==> src/hdl/tmtw_pkg.sv <==
// shared constants and types of the text mode terminal writer
`timescale 1ns / 1ps

package tmtw_pkg;

  // default screen geometry
  localparam int COLUMNS_DEF   = 80;
  localparam int ROWS_DEF      = 25;
  localparam int TAB_WIDTH_DEF = 4;

  // field widths
  localparam int RowW   = 5;
  localparam int ColW   = 7;
  localparam int AddrW  = 11;
  localparam int WordW  = 16;
  localparam int CountW = 3;

  // control characters
  localparam logic [7:0] CH_NEWLINE   = 8'h0A;
  localparam logic [7:0] CH_TAB       = 8'h09;
  localparam logic [7:0] CH_BACKSPACE = 8'h08;
  localparam logic [7:0] CH_SPACE     = 8'h20;

  // one decoded input word: cell writes to emit and the cursor it leaves
  typedef struct packed {
    logic              wr;
    logic [AddrW-1:0]  addr;
    logic [WordW-1:0]  word;
    logic [AddrW-1:0]  cursor;
    logic [CountW-1:0] last_idx;
  } item_t;

endpackage

==> src/hdl/tmtw_stream_if.sv <==
// valid/ready channel interfaces for character input and cell output
`timescale 1ns / 1ps

interface tmtw_char_if;
  logic       valid;
  logic       ready;
  logic [7:0] char_code;
  logic [7:0] attribute;

  modport source (output valid, char_code, attribute, input ready);
  modport sink   (input valid, char_code, attribute, output ready);
endinterface

interface tmtw_cell_if;
  logic        valid;
  logic        ready;
  logic        cell_write;
  logic [10:0] cell_address;
  logic [15:0] cell_word;
  logic [10:0] cursor_position;
  logic        last;

  modport source (output valid, cell_write, cell_address, cell_word, cursor_position, last,
                  input ready);
  modport sink   (input valid, cell_write, cell_address, cell_word, cursor_position, last,
                  output ready);
endinterface

==> src/hdl/text_mode_terminal_writer_top.sv <==
// Text mode terminal writer: character stream in, text cell writes out.
//
// char_in takes one word per cycle while ready: a character byte and an attribute byte.
// cell_out gives the results of each word: a cell write if any (address, word with
// the attribute in the high byte) and, on the word flagged last, the linear
// cursor position after the character.
// Newline, printable characters and backspace give one result each. A tab
// gives one result per space, up to TAB_WIDTH, one per cycle unless cell_out stalls.
// An accepted word passes through the item register and then the output
// register before it appears on cell_out.
// Throughput: one input word per cycle for single-result characters unless
// cell_out stalls; a tab holds char_in.ready low until its last result moves
// on. The rate is set by the single item register feeding the output register.
// Reset puts the cursor at row 0, column 0, empties both registers and holds
// char_in.ready low.
// When the receiver stalls, the output register holds its word; one more
// input word is still taken into the item register if it is empty; after that
// char_in.ready drops until cell_out drains.
`timescale 1ns / 1ps

module text_mode_terminal_writer_top #(
  parameter int COLUMNS   = tmtw_pkg::COLUMNS_DEF,
  parameter int ROWS      = tmtw_pkg::ROWS_DEF,
  parameter int TAB_WIDTH = tmtw_pkg::TAB_WIDTH_DEF
) (
  input  logic        clk,
  input  logic        rst,
  tmtw_char_if.sink   char_in,
  tmtw_cell_if.source cell_out
);
  import tmtw_pkg::*;

  item_t item;
  logic  ready;
  logic  accept;

  // input handshake
  assign char_in.ready = ready;
  assign accept        = char_in.valid && ready;

  tmtw_cursor #(
    .COLUMNS   (COLUMNS),
    .ROWS      (ROWS),
    .TAB_WIDTH (TAB_WIDTH)
  ) u_cursor (
    .clk       (clk),
    .rst       (rst),
    .accept    (accept),
    .char_code (char_in.char_code),
    .attribute (char_in.attribute),
    .item      (item)
  );

  tmtw_sequencer u_sequencer (
    .clk      (clk),
    .rst      (rst),
    .accept   (accept),
    .item_in  (item),
    .ready    (ready),
    .cell_out (cell_out)
  );

endmodule

==> src/hdl/tmtw_cursor.sv <==
// cursor registers and character decode into one pending item
`timescale 1ns / 1ps

module tmtw_cursor #(
  parameter int COLUMNS   = tmtw_pkg::COLUMNS_DEF,
  parameter int ROWS      = tmtw_pkg::ROWS_DEF,
  parameter int TAB_WIDTH = tmtw_pkg::TAB_WIDTH_DEF
) (
  input  logic            clk,
  input  logic            rst,
  input  logic            accept,
  input  logic [7:0]      char_code,
  input  logic [7:0]      attribute,
  output tmtw_pkg::item_t item
);
  import tmtw_pkg::*;

  localparam logic [ColW:0] Cols = (ColW + 1)'(COLUMNS);

  logic [RowW-1:0] cursor_row;
  logic [ColW-1:0] cursor_column;
  logic [RowW-1:0] cursor_row_next;
  logic [ColW-1:0] cursor_column_next;

  logic [RowW:0]   row_p1;
  logic [RowW-1:0] row_wrap;
  logic [RowW-1:0] row_prev;
  logic [ColW:0]   col_p1;
  logic [ColW:0]   col_tab;
  logic [ColW-1:0] write_col;

  // row * COLUMNS + column, kept to the address width
  function automatic logic [AddrW-1:0] linear_index(input logic [RowW-1:0] r,
                                                    input logic [ColW-1:0] c);
    logic [RowW+ColW:0] prod;
    prod = (RowW + ColW + 1)'(r) * (RowW + ColW + 1)'(COLUMNS);
    return AddrW'(prod + (RowW + ColW + 1)'(c));
  endfunction

  // neighbor rows and columns
  always_comb begin
    row_p1   = {1'b0, cursor_row} + 1'b1;
    row_wrap = (row_p1 >= (RowW + 1)'(ROWS)) ? '0 : row_p1[RowW-1:0];
    row_prev = (cursor_row == '0) ? RowW'(ROWS - 1) : cursor_row - 1'b1;
    col_p1   = {1'b0, cursor_column} + 1'b1;
    col_tab  = {1'b0, cursor_column} + (ColW + 1)'(TAB_WIDTH);
  end

  // decode the character
  always_comb begin
    cursor_row_next    = cursor_row;
    cursor_column_next = cursor_column;
    write_col          = cursor_column;
    item.wr            = 1'b1;
    item.word          = {attribute, CH_SPACE};
    item.last_idx      = '0;
    case (char_code)
      CH_NEWLINE: begin
        item.wr            = 1'b0;
        cursor_column_next = '0;
        cursor_row_next    = row_wrap;
      end
      CH_TAB: begin
        // spaces up to the tab width, never past the row end
        if (col_tab > Cols) begin
          item.last_idx = CountW'(Cols - {1'b0, cursor_column} - 1'b1);
        end else begin
          item.last_idx = CountW'(TAB_WIDTH - 1);
        end
        if (col_tab >= Cols) begin
          cursor_column_next = '0;
          cursor_row_next    = row_wrap;
        end else begin
          cursor_column_next = col_tab[ColW-1:0];
        end
      end
      CH_BACKSPACE: begin
        if (cursor_column == '0) begin
          item.wr            = 1'b0;
          cursor_column_next = ColW'(COLUMNS - 1);
          cursor_row_next    = row_prev;
        end else begin
          cursor_column_next = cursor_column - 1'b1;
          write_col          = cursor_column - 1'b1;
        end
      end
      default: begin
        item.word = {attribute, char_code};
        if (col_p1 >= Cols) begin
          cursor_column_next = '0;
          cursor_row_next    = row_wrap;
        end else begin
          cursor_column_next = col_p1[ColW-1:0];
        end
      end
    endcase
    if (!item.wr) begin
      item.word = '0;
    end
    item.addr   = item.wr ? linear_index(cursor_row, write_col) : '0;
    item.cursor = linear_index(cursor_row_next, cursor_column_next);
  end

  // cursor moves only when a word is taken
  always_ff @(posedge clk) begin
    if (rst) begin
      cursor_row    <= '0;
      cursor_column <= '0;
    end else if (accept) begin
      cursor_row    <= cursor_row_next;
      cursor_column <= cursor_column_next;
    end
  end

endmodule

==> src/hdl/tmtw_sequencer.sv <==
// item register, tab cell counter and output register
`timescale 1ns / 1ps

module tmtw_sequencer (
  input  logic            clk,
  input  logic            rst,
  input  logic            accept,
  input  tmtw_pkg::item_t item_in,
  output logic            ready,
  tmtw_cell_if.source     cell_out
);
  import tmtw_pkg::*;

  item_t             item;
  logic              item_valid;
  logic [CountW-1:0] idx;
  logic              out_valid;
  logic              out_free;
  logic              item_last;

  // output register can load when empty or being drained
  assign out_free  = !out_valid || cell_out.ready;
  assign item_last = (idx == item.last_idx);
  assign ready     = !rst && (!item_valid || (out_free && item_last));

  // pending item and its cell counter
  always_ff @(posedge clk) begin
    if (rst) begin
      item_valid <= 1'b0;
      idx        <= '0;
    end else if (accept) begin
      item_valid <= 1'b1;
      idx        <= '0;
    end else if (out_free && item_valid) begin
      if (item_last) begin
        item_valid <= 1'b0;
      end else begin
        idx <= idx + 1'b1;
      end
    end
  end

  always_ff @(posedge clk) begin
    if (accept) begin
      item <= item_in;
    end
  end

  // output word register
  always_ff @(posedge clk) begin
    if (rst) begin
      out_valid <= 1'b0;
    end else if (out_free) begin
      out_valid <= item_valid;
    end
  end

  always_ff @(posedge clk) begin
    if (out_free && item_valid) begin
      cell_out.cell_write      <= item.wr;
      cell_out.cell_address    <= item.addr + AddrW'(idx);
      cell_out.cell_word       <= item.word;
      cell_out.cursor_position <= item_last ? item.cursor : '0;
      cell_out.last            <= item_last;
    end
  end

  assign cell_out.valid = out_valid;

endmodule

==> src/flat_wrapper.sv <==
// flat-port wrapper written by rule: the top's interface ports become plain ports
module text_mode_terminal_writer_top_flat import tmtw_pkg::*;
#(
  parameter int COLUMNS   = tmtw_pkg::COLUMNS_DEF,
  parameter int ROWS      = tmtw_pkg::ROWS_DEF,
  parameter int TAB_WIDTH = tmtw_pkg::TAB_WIDTH_DEF
)
  (clk, rst, char_in_valid, char_in_char_code, char_in_attribute, char_in_ready, cell_out_valid, cell_out_cell_write, cell_out_cell_address, cell_out_cell_word, cell_out_cursor_position, cell_out_last, cell_out_ready);
  tmtw_char_if char_in_i ();
  tmtw_cell_if cell_out_i ();
  input  logic clk;
  input  logic rst;
  input wire logic [$bits(char_in_i.valid)-1:0] char_in_valid;
  input wire logic [$bits(char_in_i.char_code)-1:0] char_in_char_code;
  input wire logic [$bits(char_in_i.attribute)-1:0] char_in_attribute;
  output wire logic [$bits(char_in_i.ready)-1:0] char_in_ready;
  output wire logic [$bits(cell_out_i.valid)-1:0] cell_out_valid;
  output wire logic [$bits(cell_out_i.cell_write)-1:0] cell_out_cell_write;
  output wire logic [$bits(cell_out_i.cell_address)-1:0] cell_out_cell_address;
  output wire logic [$bits(cell_out_i.cell_word)-1:0] cell_out_cell_word;
  output wire logic [$bits(cell_out_i.cursor_position)-1:0] cell_out_cursor_position;
  output wire logic [$bits(cell_out_i.last)-1:0] cell_out_last;
  input wire logic [$bits(cell_out_i.ready)-1:0] cell_out_ready;
  assign char_in_i.valid = char_in_valid;
  assign char_in_i.char_code = char_in_char_code;
  assign char_in_i.attribute = char_in_attribute;
  assign char_in_ready = char_in_i.ready;
  assign cell_out_valid = cell_out_i.valid;
  assign cell_out_cell_write = cell_out_i.cell_write;
  assign cell_out_cell_address = cell_out_i.cell_address;
  assign cell_out_cell_word = cell_out_i.cell_word;
  assign cell_out_cursor_position = cell_out_i.cursor_position;
  assign cell_out_last = cell_out_i.last;
  assign cell_out_i.ready = cell_out_ready;
  text_mode_terminal_writer_top #(.COLUMNS(COLUMNS), .ROWS(ROWS), .TAB_WIDTH(TAB_WIDTH)) u_core (.clk(clk), .rst(rst), .char_in(char_in_i), .cell_out(cell_out_i));
endmodule
==> config.mk <==
export PLATFORM = sky130hd
export DESIGN_NAME = text_mode_terminal_writer_top_flat
export DESIGN_NICKNAME = d
export VERILOG_FILES = /design/src/hdl/tmtw_pkg.sv /design/src/hdl/tmtw_stream_if.sv /design/src/hdl/text_mode_terminal_writer_top.sv /design/src/hdl/tmtw_cursor.sv /design/src/hdl/tmtw_sequencer.sv /design/src/flat_wrapper.sv
export SDC_FILE = /design/constraint.sdc
export NUM_CORES = 1
export LEC_CHECK = 0
export BUFFER_PORTS_ARGS = -buffer_cell sky130_fd_sc_hd__buf_2
export CAP_MARGIN = 20
export CELL_PAD_IN_SITES_DETAIL_PLACEMENT = 1
export CELL_PAD_IN_SITES_GLOBAL_PLACEMENT = 2
export CORE_UTILIZATION = 42
export DETAILED_ROUTE_END_ITERATION = 10
export GPL_TIMING_DRIVEN = 1
export PLACE_DENSITY = 0.92
export SETUP_SLACK_MARGIN = 0.05
export SYNTH_ARGS = -nofsm -noshare
export SYNTH_HDL_FRONTEND = slang
export SYNTH_HIERARCHICAL = 1
export SYNTH_SLANG_ARGS = --single-unit
==> constraint.sdc <==
create_clock -name clk -period 8.6 [get_ports clk]
set_clock_uncertainty 0.2 [all_clocks]
set_input_delay 1.72 -clock clk [delete_from_list [all_inputs] [get_ports clk]]
set_output_delay 1.72 -clock clk [all_outputs]
set_load 0.02 [all_outputs]
Yosys cells after proc, flatten, opt, wreduce, memory -nomap -nowiden
Cells that the tools add are included.
{ "word_totals": {"input_bits": 20, "regBits": 99, "word_cells": 78} }
{ "op_classes": {"n_mux": 19, "n_reduce_logical": 19, "order_cmp": 4, "eq_ne": 4, "n_mul": 2, "add_sub_neg": 11, "n_bitwise": 2} }
{ "op_table": {"columns": ["operator", "n"], "rows": [
  ["7-bit two-way mux", 5],
  ["5-bit two-way mux", 5],
  ["8-bit by 4-bit equality test with 1-bit output (second input constant)", 3],
  ["11-bit by 7-bit adder with 11-bit output", 2],
  ["7-bit one-hot mux with 3 select lines", 1],
  ["8-bit by 7-bit greater-or-equal comparator with 1-bit output (second input constant)", 2],
  ["5-bit one-hot mux with 3 select lines", 1],
  ["5-bit by 3-bit multiplier with 7-bit output (second input constant)", 2],
  ["11-bit by 3-bit adder with 11-bit output", 1],
  ["7-bit by 1-bit adder with 8-bit output (second input constant)", 1],
  ["7-bit by 3-bit adder with 8-bit output (second input constant)", 1],
  ["8-bit by 7-bit greater-than comparator with 1-bit output (second input constant)", 1],
  ["7-bit zero test", 1],
  ["7-bit by 1-bit subtractor with 7-bit output (second input constant)", 1],
  ["5-bit by 1-bit adder with 6-bit output (second input constant)", 1],
  ["6-bit by 5-bit greater-or-equal comparator with 1-bit output (second input constant)", 1],
  ["6-bit two-way mux", 1],
  ["2-bit AND reduction", 3],
  ["5-bit zero test", 1],
  ["5-bit by 1-bit subtractor with 5-bit output (second input constant)", 1],
  ["1-bit logical AND", 4],
  ["1-bit two-way mux", 4],
  ["2-bit nonzero test", 2],
  ["4-bit OR reduction", 1],
  ["other kinds (11)", 15]
]} }

Logic depth before layout (Yosys ltp)
Gate-level depths: netlist of the first run.
{ "depth": {"ltp_word": 8, "depth_mapped": 19, "depth_no_buf": 17} }

Modules after synthesis
Netlist of the first run, hierarchy kept.
{ "modules_own_cells": {"columns": ["module", "cells_each", "instances", "area_each_um2"], "rows": [
  ["tmtw_sequencer", 156, 1, 3064.2],
  ["tmtw_cursor", 343, 1, 2466.1],
  ["text_mode_terminal_writer_top", 1, 1, 6.3]
]} }

Worst setup path before layout of the first run
Ideal clock, no wire load.
{ "synth_timing": {"kind": "input-to-reg", "start": "input char_in_char_code[2]", "end": "register u_core/u_sequencer/item[13] (netlist bit), data pin", "setup_slack_ns": 3.320, "t_arrival_ns": 4.809, "setup_time_ns": 0.270, "stages": 13, "cell_sequence": "nor4b_4 -> o211ai_1 -> o21bai_1 -> or2_2 -> a221oi_1 -> ha_1 -> ha_1 -> inv_1 -> fa_1 -> or2_2 -> a21oi_1 -> o32ai_1 -> xor2_1"} }
{ "synth_lines": {"columns": ["element", "line", "rtl"], "rows": [
  ["from (decl)", "flat_wrapper.sv:14", "input wire logic [$bits(char_in_i.char_code)-1:0] char_in_char_code;"],
  ["to (signal assigned)", "tmtw_sequencer.sv:45", "item <= item_in;"],
  ["to (decl)", "tmtw_sequencer.sv:14", "item_t item;"]
]} }

==> results.toml, run 1 <==
[place]
io_buffers = 61
place_congestion = 0.824
placed_cell_area_um2 = 5920
placed_cells = 703
dp_hpwl_mm = 9.40
dpl_worst_slack_ns = 2.46

[floorplanning]
start_util_pct = 43.5
die_height_um = 117
rows = 41
ioPinCount = 62
core_area_um2 = 12700
fp.dieArea_um2 = 13600
die_w_um = 117

[drt]
wl_per_cell_um = 17.5
drc = 0
highest_layer = "met4"
drt_iter0_drc = 158
ant_nets = 0
avgViaCountPerCell = 5.52
met1_length_mm = 5.47
wl_met2_mm = 6.30
via_count = 3969
dr.pass1.iters = 4
drt-total-wl_mm = 12.6
wl_met3_um = 431

[finish]
stdcell_area_um2 = 6190
final_cells = 719
fin_nets = 597
antennaDiodeCount = 0
synthToLayoutAreaGrowth_pct = 11.8
fill_cells = 1413
drive_gt1_share_pct = 16.6

[grt]
antenna_found_initial = 0
grt_pass1_vias = 3938
grtUsageTotal_pct = 19.3
grt_max_degree = 59
grt_pass1_wl_mm = 19.8
overflow = 0

[synthesis]
synth_cell_types = 63
synth_ff_type = "edfxtp_1"
synth.cell_area_um2 = 5540
synthArstFlopShare_pct = 0
ys_seq_area_share_pct = 50.6
ys_seq_elements = 99
yosys_warnings = 6
synth_area_per_cell_um2 = 11.1
syn-instance-count = 500
synth.net_count = 555
synth_edf_count = 82

[critical_path]
cp.arrival_ns = 5.65
worstRegToRegCells = 15
cp-end-kind = "flip-flop"
critPathRequiredTime_ns = 8.49
ff2ff_setup_slack_ns = 3.65
crit_path_start_kind = "primary input"
critPathMaxFanout = 11
worstSetupPathType = "in -> reg"

[clocking]
clk-insertion-delay-late_ns = 0.35
cts_sinks = 99
cts_made_buffers = 9
h-tree-depth = 3
cts-resized-gates = 0
cts_buffer_depth = 2
cts_root_buf = "clkbuf_16"
post_cts_buffers = 0
clkTransAtPathRegs_ns = 0.07
hold_buffers = 0
cts_tree = "built"

[power]
switchingPower_w = 0.000245
p_clk_share_pct = 36.4
switching_share_pct = 24.1
p_seq_share_pct = 54.5
p_int_w = 0.000772
ir_worst_vdd_uv = 90.7
p_per_area_nw_per_um2 = 164
leakage_nw = 2.48
p_comb_share_pct = 9.1

[timing]
finalWorstSetupSlack_ns = 2.83
fin_crit_ns = 5.77
fin_tns_setup_ns = 0
hold_viol = 0
slew_headroom_pct = 37.9
finalMaxSlewViolations = 0
rsz0062_at_grt = "no"
worst_pin_slew_ns = 0.932
post-route-period-util_pct = 67.1
fmax_ghz = 0.173
finalSetupViolCount = 0

[min_path]
hold_depth = 0
hold_path.class = "reg -> reg"

[run]
max_cap_viol_count = 0

[status]
outcome = "finished, final reports clean"
[worst max-delay path, stage by stage]
cell and delay [ns]:
buf_2 0.12, nor4b_4 0.51, nand3_1 0.49, o221ai_2 0.33, a21oi_1 0.09, or2_1 0.24, a221oi_1 0.39, ha_1 0.32
ha_1 0.21, inv_1 0.07, fa_1 0.45, or2_2 0.33, o32ai_1 0.28, xor2_1 0.10
[state kept, by name, summed over array words and instances (netlist names)]
signal / count
u_core/u_sequencer/cell_out.cursor_position: 11
u_core/u_sequencer/idx: 3
u_core/u_sequencer/item_valid: 1
u_core/u_sequencer/cell_out.last: 1
u_core/u_cursor/cursor_row: 5
u_core/u_sequencer/cell_out.cell_write: 1
u_core/u_sequencer/cell_out.cell_address: 11
u_core/u_cursor/cursor_column: 7
u_core/u_sequencer/cell_out.cell_word: 16
u_core/u_sequencer/item: 42
u_core/u_sequencer/cell_out.valid: 1
[synthesized netlist by cell type (3+ instances only)]
cell / instances / area share [%]
nand2_1: 35 / 2.4
xnor2_1: 23 / 3.6
o211ai_1: 5 / 0.68
and3b_1: 3 / 0.47
fa_1: 5 / 1.8
dfxtp_1: 17 / 6.1
o211a_1: 3 / 0.54
nand4_1: 7 / 0.79
a21oi_1: 29 / 2.6
o21ai_0: 8 / 0.72
and3_1: 6 / 0.68
nor2_1: 29 / 2.0
o21a_1: 4 / 0.54
a21o_1: 13 / 1.8
a221o_1: 3 / 0.54
edfxtp_1: 82 / 44
a311oi_1: 3 / 0.47
inv_1: 25 / 1.7
clkbuf_1: 13 / 0.88
nor2b_1: 5 / 0.56
or2_2: 4 / 0.45
nand2b_1: 4 / 0.45
nor3_1: 13 / 1.2
ha_1: 30 / 6.8
mux2i_1: 6 / 1.1
a2111oi_0: 4 / 0.63
a31oi_1: 4 / 0.45
xor2_1: 14 / 2.2
nand3_1: 11 / 0.99
a211oi_1: 6 / 0.81
buf_2: 12 / 1.1
and2_1: 28 / 3.2
o32ai_1: 3 / 0.47
buf_4: 5 / 0.68
[cell type report]
cell class                      count  area, µm²  area share, %
Clock buffer                        9        225           3.64
Clock inverter                      7       50.0          0.808
Inverter                           27        104           1.68
Multi-Input combinational cell    343       2480           40.1
Sequential cell                    99       2800           45.3
Tap cell                          172        215           3.48
Timing Repair Buffer               62        313           5.05
[power groups by stage]
| stage | clock network [W] | registers, W | logic [W] |
|---|---|---|---|
| 2_1_floorplan | 0 | 0.000571 | 0.0000570 |
| 3_3_place_gp | 0 | 0.000563 | 0.0000884 |
| 3_5_place_dp | 0 | 0.000565 | 0.0000921 |
| 4_1_cts | 0.000380 | 0.000554 | 0.0000930 |
| 5_1_grt | 0.000393 | 0.000556 | 0.000101 |
| 6_report | 0.000370 | 0.000554 | 0.0000922 |
[layer usage]
layer,up-vias,GRT usage [%]
li1,1902,-
met1,1943,23.2
met2,98,33.6
met3,26,2.94
met4,0,9.87
met5,-,0
[cells by family after synthesis]
kind of cell               share of synthesized area, %
xor gates and xnor gates                           5.85
and+or+nand+nor                                    15.7
DFF                                                50.6
AOI/OAI and AO/OA                                  13.6
muxes                                              1.08
adders and majority gates                          8.59
buffers and inverters                              4.59
[stage by stage]
step	power [W]	util (%)	hold slack (ns)
floorplan	0.000628	-	0.200
global placement	0.000651	46.5	0.201
detailed placement	0.000657	46.5	0.205
CTS	0.00103	48.7	0.221
global route	0.00105	48.7	0.226
finish	0.00102	48.7	0.219
[path summary, 6_finish.rpt]
path                                               startpoint                                     end
worst max-delay path                     char_in_char_code[2]             u_core/u_sequencer/item[13]
worst min-delay path              u_core/u_sequencer/item[41]  u_core/u_sequencer/cell_out.cell_write
worst max register to register  u_core/u_cursor/cursor_row[1]             u_core/u_sequencer/item[13]
worst min register to register    u_core/u_sequencer/item[41]  u_core/u_sequencer/cell_out.cell_write
[layout by cell type, fill, tap and decap left out, types with 3 or more instances in the layout]
| master | count |
|---|---|
| o21ai_0 | 8 |
| xnor2_1 | 23 |
| buf_2 | 61 |
| nor2b_1 | 5 |
| clkbuf_16 | 9 |
| and2_1 | 26 |
| or2_2 | 4 |
| nor2_1 | 29 |
| nand3_1 | 11 |
| a311oi_1 | 3 |
| o21a_1 | 4 |
| a21oi_1 | 29 |
| clkinv_1 | 3 |
| xor2_1 | 14 |
| nand2_1 | 35 |
| edfxtp_1 | 82 |
| nand4_1 | 7 |
| o32ai_1 | 3 |
| a2111oi_0 | 4 |
| nor3_1 | 13 |
| a211oi_1 | 6 |
| a31oi_1 | 4 |
| nand2b_1 | 4 |
| ha_1 | 30 |
| o211a_1 | 3 |
| a221o_1 | 3 |
| and3_1 | 6 |
| o211ai_1 | 5 |
| and3b_1 | 3 |
| fa_1 | 5 |
| inv_1 | 25 |
| dfxtp_1 | 17 |
| mux2i_1 | 6 |
| a21o_1 | 13 |
Note: power is estimated with default switching activity, not from simulation.
==> run 2: changes to the inputs <==
--- a/config.mk
+++ b/config.mk
@@ -9,10 +9,10 @@
 export CAP_MARGIN = 20
 export CELL_PAD_IN_SITES_DETAIL_PLACEMENT = 1
 export CELL_PAD_IN_SITES_GLOBAL_PLACEMENT = 2
-export CORE_UTILIZATION = 42
+export CORE_UTILIZATION = 39
 export DETAILED_ROUTE_END_ITERATION = 10
 export GPL_TIMING_DRIVEN = 1
-export PLACE_DENSITY = 0.92
+export PLACE_DENSITY = 0.87
 export SETUP_SLACK_MARGIN = 0.05
 export SYNTH_ARGS = -nofsm -noshare
 export SYNTH_HDL_FRONTEND = slang
==> constraint.sdc (replaced) <==
create_clock -name clk -period 5.4 [get_ports clk]
set_clock_uncertainty 0.2 [all_clocks]
set_input_delay 1.08 -clock clk [delete_from_list [all_inputs] [get_ports clk]]
set_output_delay 1.08 -clock clk [all_outputs]
set_load 0.02 [all_outputs]
==> run 2 against run 1 <==
Net effect:
- critical path depth up 1
- total power up 58%
- register-to-register slack worse by 3.1 ns
- utilization decreased by 3.6 points
- combinational power increased by 65%
- sequential share of layout area fell by 0.42 points
- cell count grew 2.2%
- die area rose by 7.6%
- setup slack worse by 2.3 ns
- critical endpoint unchanged
==> results.toml, run 2 (same netlist as run 1, synthesis figures left out) <==
[status]
outcome = "finished, final reports clean"

[place]
place_congestion = 0.846
dp_hpwl_mm = 10.3
placed_cells = 719
dpl_worst_slack_ns = 0.320
io_buffers = 61

[clocking]
cts_made_buffers = 9
clk-insertion-delay-late_ns = 0.34
post_cts_buffers = 0
cts_tree = "built"
cts-resized-gates = 0
hold_buffers = 0
h-tree-depth = 3
clkTransAtPathRegs_ns = 0.06
cts_buffer_depth = 2
cts_root_buf = "clkbuf_16"
cts_sinks = 99

[timing]
slew_headroom_pct = 34.1
finalWorstSetupSlack_ns = 0.548
fmax_ghz = 0.206
worst_pin_slew_ns = 0.988
rsz0062_at_grt = "no"
fin_tns_setup_ns = 0
hold_viol = 0
finalSetupViolCount = 0
post-route-period-util_pct = 89.8
finalMaxSlewViolations = 0
fin_crit_ns = 4.85

[grt]
overflow = 0
grt_max_degree = 41
antenna_found_initial = 0
grt_pass1_wl_mm = 22.2
grt_pass1_vias = 4254
grtUsageTotal_pct = 19.6

[critical_path]
cpPeakStageDelay_ns = 0.68
path_cells = "inv_1 > ha_1 > nand2b_1 > a2111oi_0 > a221o_1 > a21oi_1 > or2_1 > a221oi_1 > ha_1 > ha_1 > inv_1 > fa_1 > or2_2 > o32ai_1 > xor2_1"
critPathRequiredTime_ns = 5.28
path_delay_family = "compound AO/OA/AOI/OAI gates"
critPathMaxFanout = 14
cp-end-kind = "flip-flop"
crit_buf_inv = 2
crit_path_start_kind = "flip-flop"
slowest_stage = "dfxtp_1"
cp.arrival_ns = 4.73
worstSetupPathType = "reg -> reg"
worst_path_most_repeated_cell = "ha_1"

[run]
max_cap_viol_count = 0

[drt]
drc = 0
ant_nets = 0
dr.pass1.iters = 4
wl_per_cell_um = 18.4
via_count = 3970
drt-total-wl_mm = 13.6
avgViaCountPerCell = 5.40
drt_iter0_drc = 223

[power]
p_int_w = 0.00123
p_seq_share_pct = 54.7
switchingPower_w = 0.000383
p_comb_share_pct = 9.5
switching_share_pct = 23.8
ir_worst_vdd_uv = 140
p_per_area_nw_per_um2 = 258
p_clk_share_pct = 35.9
leakage_nw = 2.51

[min_path]
hold_path.class = "reg -> reg"

[finish]
top_regs = "u_core/u_sequencer/item: 42 flops, u_core/u_sequencer/cell_out.cell_word: 16 flops"
largest_reg_flops = 42
fill_cells = 1541
fin_nets = 605
synthToLayoutAreaGrowth_pct = 12.9
final_common_cell = "edfxtp_1"
final_cell_mix = "edfxtp_1 (82), buf_2 (61), nand2_1 (35), ha_1 (30)"
final_cells = 735
drive_gt1_share_pct = 17.7
antennaDiodeCount = 0
regMostFlops = "u_core/u_sequencer/item"

[floorplanning]
ioPinCount = 62
start_util_pct = 39.9
die_w_um = 121
fp.dieArea_um2 = 14700
rows = 43
die_height_um = 121
core_area_um2 = 13900
[run 2: worst paths after layout]
| check | startpoint | slack (ns) | cells after the start | to |
|---|---|---|---|---|
| worst max-delay path | u_core/u_cursor/cursor_row[0] | 0.55 | 15 | u_core/u_sequencer/item[13] |
| worst min-delay path | u_core/u_sequencer/item[15] | 0.22 | 0 | u_core/u_sequencer/cell_out.cell_word[1] |
| worst max register to register | u_core/u_cursor/cursor_row[0] | 0.55 | 15 | u_core/u_sequencer/item[13] |
| worst min register to register | u_core/u_sequencer/item[15] | 0.22 | 0 | u_core/u_sequencer/cell_out.cell_word[1] |
[run 2: cell type report]
cell class	instances	area [µm²]	share of cell area, %
multi-input combinational	343	2480	39.7
timing repair buffer	70	373	5.97
sequential	99	2800	44.8
clock buffer	12	236	3.78
tap	180	225	3.60
inverter	27	104	1.66
clock inverter	4	26.3	0.420
[run 2: worst register-to-register path, cell delays in order, from the launching register on]
cell,delay (ns)
dfxtp_1,0.68
inv_1,0.14
ha_1,0.27
nand2b_1,0.18
a2111oi_0,0.41
a221o_1,0.24
a21oi_1,0.12
or2_1,0.24
a221oi_1,0.36
ha_1,0.31
ha_1,0.21
inv_1,0.06
fa_1,0.45
or2_2,0.33
o32ai_1,0.27
xor2_1,0.11
[run 2: through the flow]
stage | cell area [µm²] | hold slack (ns) | util (%) | total power, W
finish | 6250 | 0.216 | 45.0 | 0.00161
global route | 6250 | 0.218 | 45.0 | 0.00167
CTS | 6250 | 0.215 | 45.0 | 0.00163
detailed placement | 5990 | 0.205 | 43.1 | 0.00105
global placement | 5990 | 0.200 | 43.1 | 0.00104
floorplan | 5540 | 0.200 | - | 0.00100
[run 2: power groups by stage]
stage / logic, W / registers (W) / clock network [W]
3_5_place_dp: 0.000153 / 0.000897 / 0
6_report: 0.000152 / 0.000880 / 0.000578
5_1_grt: 0.000168 / 0.000883 / 0.000622
3_3_place_gp: 0.000146 / 0.000894 / 0
2_1_floorplan: 0.0000907 / 0.000910 / 0
4_1_cts: 0.000154 / 0.000881 / 0.000596
[run 2: routing by layer]
metal	track usage (%)	share of wire, %	up-vias
met5	0	0	-
met4	6.64	1.8	0
met3	3.81	3.1	18
met2	34.6	51	66
met1	23.8	44	1969
li1	-	-	1917
==> run 3: changes to the inputs <==
--- a/config.mk
+++ b/config.mk
@@ -7,12 +7,13 @@
 export LEC_CHECK = 0
 export BUFFER_PORTS_ARGS = -buffer_cell sky130_fd_sc_hd__buf_2
 export CAP_MARGIN = 20
-export CELL_PAD_IN_SITES_DETAIL_PLACEMENT = 1
+export CELL_PAD_IN_SITES_DETAIL_PLACEMENT = 2
 export CELL_PAD_IN_SITES_GLOBAL_PLACEMENT = 2
-export CORE_UTILIZATION = 39
+export CORE_UTILIZATION = 40
+export CTS_BUF_LIST = sky130_fd_sc_hd__clkbuf_8
 export DETAILED_ROUTE_END_ITERATION = 10
 export GPL_TIMING_DRIVEN = 1
-export PLACE_DENSITY = 0.87
+export PLACE_DENSITY = 0.89
 export SETUP_SLACK_MARGIN = 0.05
 export SYNTH_ARGS = -nofsm -noshare
 export SYNTH_HDL_FRONTEND = slang
==> run 3 against run 2 <==
Net effect:
- cell count fell by 0.82%
- global-route usage rose by 6.1 points
- non-clock buffer count fell by 2
- critical path type is now in -> reg
- highest routed layer unchanged
==> results.toml, run 3 (same netlist as run 1, synthesis figures left out) <==
[floorplanning]
core_area_um2 = 13300
start_util_pct = 41.5
fp.dieArea_um2 = 14300
die_w_um = 120
ioPinCount = 62
die_height_um = 120
rows = 42

[critical_path]
worstRegToRegCells = 15
cpPeakStageDelay_ns = 0.56
critPathMaxFanout = 14
cp.arrival_ns = 4.97
cp.depth = 15
critPathRequiredTime_ns = 5.33
path_delay_family = "simple AND/OR/NAND/NOR gates"
cp-end-kind = "flip-flop"
path_cells = "buf_2 > nor4b_1 > nand2_1 > o211ai_1 > a21oi_1 > or2_1 > a221oi_1 > ha_1 > ha_1 > inv_1 > fa_1 > or2_2 > a21oi_1 > o32ai_1 > xor2_1"
worstSetupPathType = "in -> reg"
crit_buf_inv = 2
crit_path_start_kind = "primary input"
slowest_stage = "nor4b_1"

[timing]
fin_crit_ns = 5.04
finalWorstSetupSlack_ns = 0.361
fin_tns_setup_ns = 0
finalSetupViolCount = 0
worst_pin_slew_ns = 1.07
rsz0062_at_grt = "no"
fmax_ghz = 0.198
slew_headroom_pct = 28.5
finalMaxSlewViolations = 0
hold_viol = 0
holdWs_ns = 0.234
post-route-period-util_pct = 93.3

[drt]
drc = 0
via_count = 4239
drt_iter0_drc = 290
dr.pass1.iters = 4
wl_per_cell_um = 24.6
avgViaCountPerCell = 5.81
drt-total-wl_mm = 17.9
ant_nets = 0

[finish]
regMostFlops = "u_core/u_sequencer/item"
largest_reg_flops = 42
top_regs = "u_core/u_sequencer/item: 42 flops, u_core/u_sequencer/cell_out.cell_word: 16 flops"
synthToLayoutAreaGrowth_pct = 11.3
antennaDiodeCount = 0
seqCellArea_um2 = 2800
multi_input_area_um2 = 2480
final_common_cell = "edfxtp_1"
utilization_pct = 46.2
drive_gt1_share_pct = 17.9
fill_cells = 1399
fin_nets = 603
final_cell_mix = "edfxtp_1 (82), buf_2 (61), nand2_1 (35), ha_1 (30)"

[grt]
overflow = 0
grt_max_degree = 58
grt_pass1_wl_mm = 27.6
grt_pass1_vias = 4702
grtUsageTotal_pct = 25.8
antenna_found_initial = 0

[power]
ir_worst_vdd_uv = 97.7
leakage_nw = 2.46
p_per_area_nw_per_um2 = 249

[place]
dpl_worst_slack_ns = 0.186
dp_hpwl_mm = 12.8
place_congestion = 0.868
io_buffers = 61

[clocking]
h-tree-depth = 3
cts_made_buffers = 9
cts_buffer_depth = 2
cts_root_buf = "clkbuf_8"
clk-insertion-delay-late_ns = 0.39
cts_tree = "built"
cts_sinks = 99
hold_buffers = 0
post_cts_buffers = 0
clkTransAtPathRegs_ns = 0.10
cts-resized-gates = 0

[status]
outcome = "finished, final reports clean"

[run]
max_cap_viol_count = 0

[min_path]
hold_depth = 0
hold_path.class = "reg -> reg"
-- run 3: cell count changes in the layout (fill, tap and decap cells not counted), sizes merged --
cell / delta
clkinv: -2
clkbuf: -1
buf: -2
inv: +1
clkinvlp: +2
-- run 3: final timing paths --
kind / start / to / slack, ns
max: char_in_char_code[0] / u_core/u_sequencer/item[13] / 0.36
min: u_core/u_sequencer/item[41] / u_core/u_sequencer/cell_out.cell_write / 0.23
max reg2reg: u_core/u_cursor/cursor_column[3] / u_core/u_sequencer/item[13] / 0.39
min reg2reg: u_core/u_sequencer/item[41] / u_core/u_sequencer/cell_out.cell_write / 0.23
-- run 3: cell type report --
cell class	count	area share [%]
clock buffer	11	2.46
clock inverter	5	0.731
inverter	27	1.68
multi-input combinational	343	40.3
sequential	99	45.5
tap	176	3.57
timing repair buffer	68	5.81
-- run 3: metal layers --
metal  routed length (µm)  track usage (%)  up-vias
met5                    0                0        -
li1                     -                -     1911
met4                  668             12.4        0
met2                 9370             45.9      119
met3                  658             3.90       48
met1                 7200             30.2     2161
-- run 3: report_power, final --
group / leakage (nW) / internal (W) / total [W] / switching [W]
clock: 0.0916 / 0.000199 / 0.000485 / 0.000285
combinational: 1.47 / 0.0000504 / 0.000162 / 0.000112
sequential: 0.905 / 0.000864 / 0.000886 / 0.0000226
total: 2.46 / 0.00111 / 0.00153 / 0.000420
-- run 3: stage by stage --
step | cells | instance area [µm²] | power, W
2_1_floorplan | 500 | 5540 | 0.00100
3_3_place_gp | 713 | 5970 | 0.00104
3_5_place_dp | 713 | 5970 | 0.00106
4_1_cts | 729 | 6160 | 0.00154
5_1_grt | 729 | 6160 | 0.00158
6_report | 729 | 6160 | 0.00153
-- run 3: worst reg2reg max path, delay by kind of cell, from the launching register on --
family                     cells  cell delay [ns]
AOI/OAI and AO/OA              6             1.53
xor gates and xnor gates       1             0.14
adders and majority gates      4             1.46
buffers and inverters          1             0.07
DFF                            1             0.62
and+or+nand+nor                3             0.76
